`src/hw/rtl/lzwdt_ram.sv`:
```
module lzwdt_ram #(
  parameter int WIDTH = 8,
  parameter int DEPTH = 256
) (
  input  logic                     clk,
  input  logic                     we,
  input  logic [$clog2(DEPTH)-1:0] waddr,
  input  logic [WIDTH-1:0]         wdata,
  input  logic                     re,
  input  logic [$clog2(DEPTH)-1:0] raddr,
  output logic [WIDTH-1:0]         rdata
);

  logic [WIDTH-1:0] mem [DEPTH];

  always_ff @(posedge clk) begin
    if (we) begin
      mem[waddr] <= wdata;
    end
    if (re) begin
      rdata <= mem[raddr];
    end
  end

endmodule

```
`config.mk`:
```
export PLATFORM = sky130hd
export DESIGN_NAME = lzwdt_ram
export DESIGN_NICKNAME = d
export VERILOG_FILES = /design/src/hw/rtl/lzwdt_ram.sv
export SDC_FILE = /design/constraint.sdc
export NUM_CORES = 2
export LEC_CHECK = 0
export ABC_AREA = 0
export BUFFER_PORTS_ARGS = -buffer_cell sky130_fd_sc_hd__buf_4
export CAP_MARGIN = 40
export CELL_PAD_IN_SITES_DETAIL_PLACEMENT = 2
export CELL_PAD_IN_SITES_GLOBAL_PLACEMENT = 2
export CORE_MARGIN = 5
export CORE_UTILIZATION = 55
export CTS_CLUSTER_DIAMETER = 100
export DETAILED_ROUTE_END_ITERATION = 7
export GPL_ROUTABILITY_DRIVEN = 0
export PLACE_DENSITY = 0.88
export SLEW_MARGIN = 20
export SYNTH_ARGS = -nofsm -noshare
export SYNTH_HDL_FRONTEND = slang
export SYNTH_SLANG_ARGS = --single-unit
export TNS_END_PERCENT = 50
```
`constraint.sdc`:
```
create_clock -name clk -period 6.1 [get_ports clk]
set_clock_uncertainty 0.05 [all_clocks]
set_input_delay 0.915 -clock clk [delete_from_list [all_inputs] [get_ports clk]]
set_output_delay 0.915 -clock clk [all_outputs]
set_load 0.02 [all_outputs]
```
==> results of run 1 <==
==> cell families after synthesis <==
| group | share of synthesized area |
|---|---|
| multiplexers | 0.146 |
| AND/OR/NAND/NOR | 0.0263 |
| AO/OA/AOI/OAI | 0.0342 |
| buffers and inverters | 0.0183 |
| flip-flops | 0.775 |
==> synthesized netlist by cell type (all sizes together) (2+ instances only) <==
library cell,number
o22a,5
mux2i,134
nand4,10
a31oi,2
buf,122
a22o,8
nor3,22
nand2b,8
or2,4
nand2,33
and2,6
nor2b,31
o22ai,28
nor4,27
o211ai,10
nor2,282
a2111oi,5
a21oi,96
o21ai,12
mux4,456
nand3b,2
and3b,2
a221oi,14
edfxtp,2056
o221ai,47
a22oi,133
a211oi,16
a311oi,2
nand3,34
o32ai,5
clkbuf,111
==> through the flow <==
step           setup WS [ns]  hold WS [ns]  std cells  cell area (um2)
2_1_floorplan           3.06         0.814       3733            79600
3_3_place_gp           0.993          1.08       5537            81900
==> run summary, run 1 <==
Syn avg cell area -> 21.3 um2
Error msg -> Error: detail_place.tcl, 38 bad optional access
Cells after synthesis -> 3733
IO buf count -> 34
Status -> stopped before the end
Top post-synthesis cells by area -> edfxtp_1 (78%), mux4_2 (13%), mux2i_1 (1.7%)
Die Y -> 391 um
Main synth FF type -> edfxtp_1
Register area share after synthesis -> 0.775
IO Pins -> 35
Fail Step -> 3_5_place_dp
Ys async rst share -> 0
Synth top area share -> 0.775
Post-synth EDFFs -> 2056
Ys Warns -> 0
Die width -> 391 um
#FFs+latches synth -> 2056
Initial Util -> 0.554
Row count -> 139
Post-synth cell types -> 54
Cell taking the most area after synthesis -> edfxtp_1
Synthesized netlist net count -> 3760
Mapped Area -> 79600 um2
==> run 2, diff against run 1 <==
--- a/config.mk
+++ b/config.mk
@@ -8,14 +8,11 @@
 export ABC_AREA = 0
 export BUFFER_PORTS_ARGS = -buffer_cell sky130_fd_sc_hd__buf_4
 export CAP_MARGIN = 40
-export CELL_PAD_IN_SITES_DETAIL_PLACEMENT = 2
-export CELL_PAD_IN_SITES_GLOBAL_PLACEMENT = 2
 export CORE_MARGIN = 5
-export CORE_UTILIZATION = 55
-export CTS_CLUSTER_DIAMETER = 100
+export CORE_UTILIZATION = 40
 export DETAILED_ROUTE_END_ITERATION = 7
 export GPL_ROUTABILITY_DRIVEN = 0
-export PLACE_DENSITY = 0.88
+export PLACE_DENSITY_LB_ADDON = 0.15
 export SLEW_MARGIN = 20
 export SYNTH_ARGS = -nofsm -noshare
 export SYNTH_HDL_FRONTEND = slang
==> run 2 against run 1 <==
Against the previous run: the flow now finishes without violations; synthesized cell count did not move; synthesized area stayed put.
==> run summary, run 2 <==
Status -> completed (was stopped before the end)
Final HPWL DP -> 129 mm
Routed len/inst -> 31.1 um
DR top layer -> met4
Cells after synthesis -> 3733 (unchanged)
Kind of critical path -> input pin to flop
Static leakage -> 28.2 nW
Cell taking the most area after synthesis -> edfxtp_1 (unchanged)
Hold_ws -> 0.402 ns
Row count -> 163 (was 139)
GRT overflow -> 0
Total GRT Usage -> 0.201
Synthesized netlist net count -> 3760 (unchanged)
Final Hold Viols -> 0
Mapped Area -> 79600 um2 (unchanged)
Layout Nets -> 4054
#FFs+latches synth -> 2056 (unchanged)
Routed wire length -> 213 mm
CTS tree -> done
Max Buffers Root-to-Sink -> 3
Total Neg Setup Slack -> 0 ns
Clk slew on worst S/H paths -> 0.06 ns
Worst min-delay path class -> input pin to flop
Arrival @ worst endpoint -> 4.29 ns
Crit Path Max Fanout -> 35
Initial Util -> 0.403 (was 0.554)
Relative max-transition margin -> 0.280
Psw -> 0.00634 W
Die area -> 208000 um2
Vias in the first global route -> 39278
1st-iter DRT viols -> 4176
Drt drc -> 0
Buf/Inv on CP -> 3
Root buffer cell -> clkbuf_16
Met3 WL -> 12.6 mm
Most common cell in the netlist -> edfxtp_1 (unchanged)
Core Box Area -> 198000 um2
Seq pwr share -> 0.536
Top cells by count, synth -> edfxtp_1 (2056), mux4_2 (454), nor2_1 (282), mux2i_1 (134), a22oi_1 (133) (unchanged)
Max reg flops -> 2048
IO buf count -> 34 (unchanged)
Largest delay contributor family on the critical path -> buffers and inverters
CTS H-tree lvls -> 4
Cell Pwr Density -> 321 nW/um2
Die Y -> 456 um (was 391 um)
Routed Antenna Nets -> 0
Top post-synthesis cells by area -> edfxtp_1 (78%), mux4_2 (13%), mux2i_1 (1.7%) (unchanged)
Register area share after synthesis -> 0.775 (unchanged)
Met1 wire length -> 92.8 mm
Synth top area share -> 0.775 (unchanged)
Slew at the pin with the worst max-slew slack -> 1.08 ns
CP Capture Type -> flop
Register area -> 61700 um2
Vias post-DR -> 39067
Largest net degree at the start of global routing -> 150
Commonest cells after routing, fill and taps aside -> edfxtp_1 (2056), mux4_2 (454), nor2_1 (275), buf_4 (275), clkbuf_16 (210)
Post-synth EDFFs -> 2056 (unchanged)
Startpoint Class -> input pin
Biggest register -> mem
Combinational share of power -> 0.050
First-pass GRT wire length -> 302 mm
CP max-delay cell -> nor4_2
Ys async rst share -> 0 (unchanged)
CP required -> 6.59 ns
DRT Pass-1 Iters -> 6
MaxCap Viol Count -> 0
CP max stage delay -> 0.80 ns
Initial antenna violation count -> 6
Final min period -> 3.80 ns
Hold buffers post-CTS -> 0
Most common cell after layout, fill and taps aside -> edfxtp_1
Syn avg cell area -> 21.3 um2 (unchanged)
Number of clock sinks -> 2056
Max Transition Viols Final -> 0
Worst-path cell chain -> buf_8 > buf_12 > buf_4 > mux4_2 > a211oi_1 > nor3_1 > nor4_2 > nor4_1
CTS Buf Count -> 206
Cell internal pwr -> 0.0228 W
Die width -> 456 um (was 391 um)
Clock Latency Late Sink -> 0.84 ns
Area grow syn2layout -> 14.0%
RSZ-0062 raised after global routing -> false
Ys Warns -> 0 (unchanged)
Vias/cell -> 5.71
Resized cells post-CTS -> 0
Achievable Freq -> 263 MHz
Switching Share -> 0.217
# fillers -> 16454
Post-CTS Setup Repair Bufs -> 0
IO Pins -> 35 (unchanged)
Largest registers -> mem: 2048 flops, rdata: 8 flops
Multi-input gate area -> 16600 um2
Clk pwr share -> 0.414
Final period util -> 0.623
Share of cells above drive strength 1 -> 0.258
Post-synth cell types -> 54 (unchanged)
VDD IR max -> 241 uV
Main synth FF type -> edfxtp_1 (unchanged)
Final setup viols -> 0
Met2 wire len -> 103 mm
-- run 2: logic make-up after synthesis --
group,share of synthesized area
AOI/OAI and AO/OA,0.0342
buffers and inverters,0.0183
DFF,0.775
muxes,0.146
and+or+nand+nor,0.0263
-- run 2: power by group through the flow --
stage	Combinational [W]	Clock, W	Sequential (W)
after floorplan	0.000757	0	0.0159
after global placement	0.00145	0	0.0159
after detailed placement	0.00149	0	0.0159
after CTS	0.00149	0.0123	0.0156
after global routing	0.00155	0.0129	0.0156
final	0.00146	0.0121	0.0156
-- run 2: cell type report --
type | count | area share
Timing Repair Buffer | 319 | 0.0309
Inverter | 2 | 0.0000827
Multi-Input combinational cell | 1442 | 0.183
Sequential cell | 2056 | 0.680
Tap cell | 2640 | 0.0364
Clock inverter | 117 | 0.00973
Clock buffer | 264 | 0.0601
Antenna cell | 2 | 0.0000551
-- run 2: layer usage --
layer / vias to the layer above / GRT usage
met5: - / 0
met4: 0 / 0.0408
met3: 271 / 0.0305
met2: 1301 / 0.324
met1: 21171 / 0.294
li1: 16324 / -
-- run 2: metrics by stage --
step           instances   util  total power (W)  area [um2]  setup slack, ns
2_1_floorplan       3733      -           0.0167       79600             3.06
3_3_place_gp        6289  0.420           0.0174       83000            0.682
3_5_place_dp        6389  0.424           0.0174       83900             1.42
4_1_cts             6770  0.457           0.0294       90200             2.34
5_1_grt             6840  0.459           0.0301       90800             2.19
6_report            6842  0.459           0.0291       90800             2.30
-- run 2: path summary, 6_finish.rpt --
kind	start	to	slack, ns	depth (start not counted)
setup / recovery	raddr[0]	rdata[1]$_DFFE_PP_	2.30	8
hold / removal	wdata[0]	mem[243][0]$_DFFE_PP_	0.40	1
setup reg to reg	mem[83][3]$_DFFE_PP_	rdata[3]$_DFFE_PP_	2.99	6
hold reg to reg	mem[40][3]$_DFFE_PP_	rdata[3]$_DFFE_PP_	1.02	6
(Power assumes the default switching activity.)
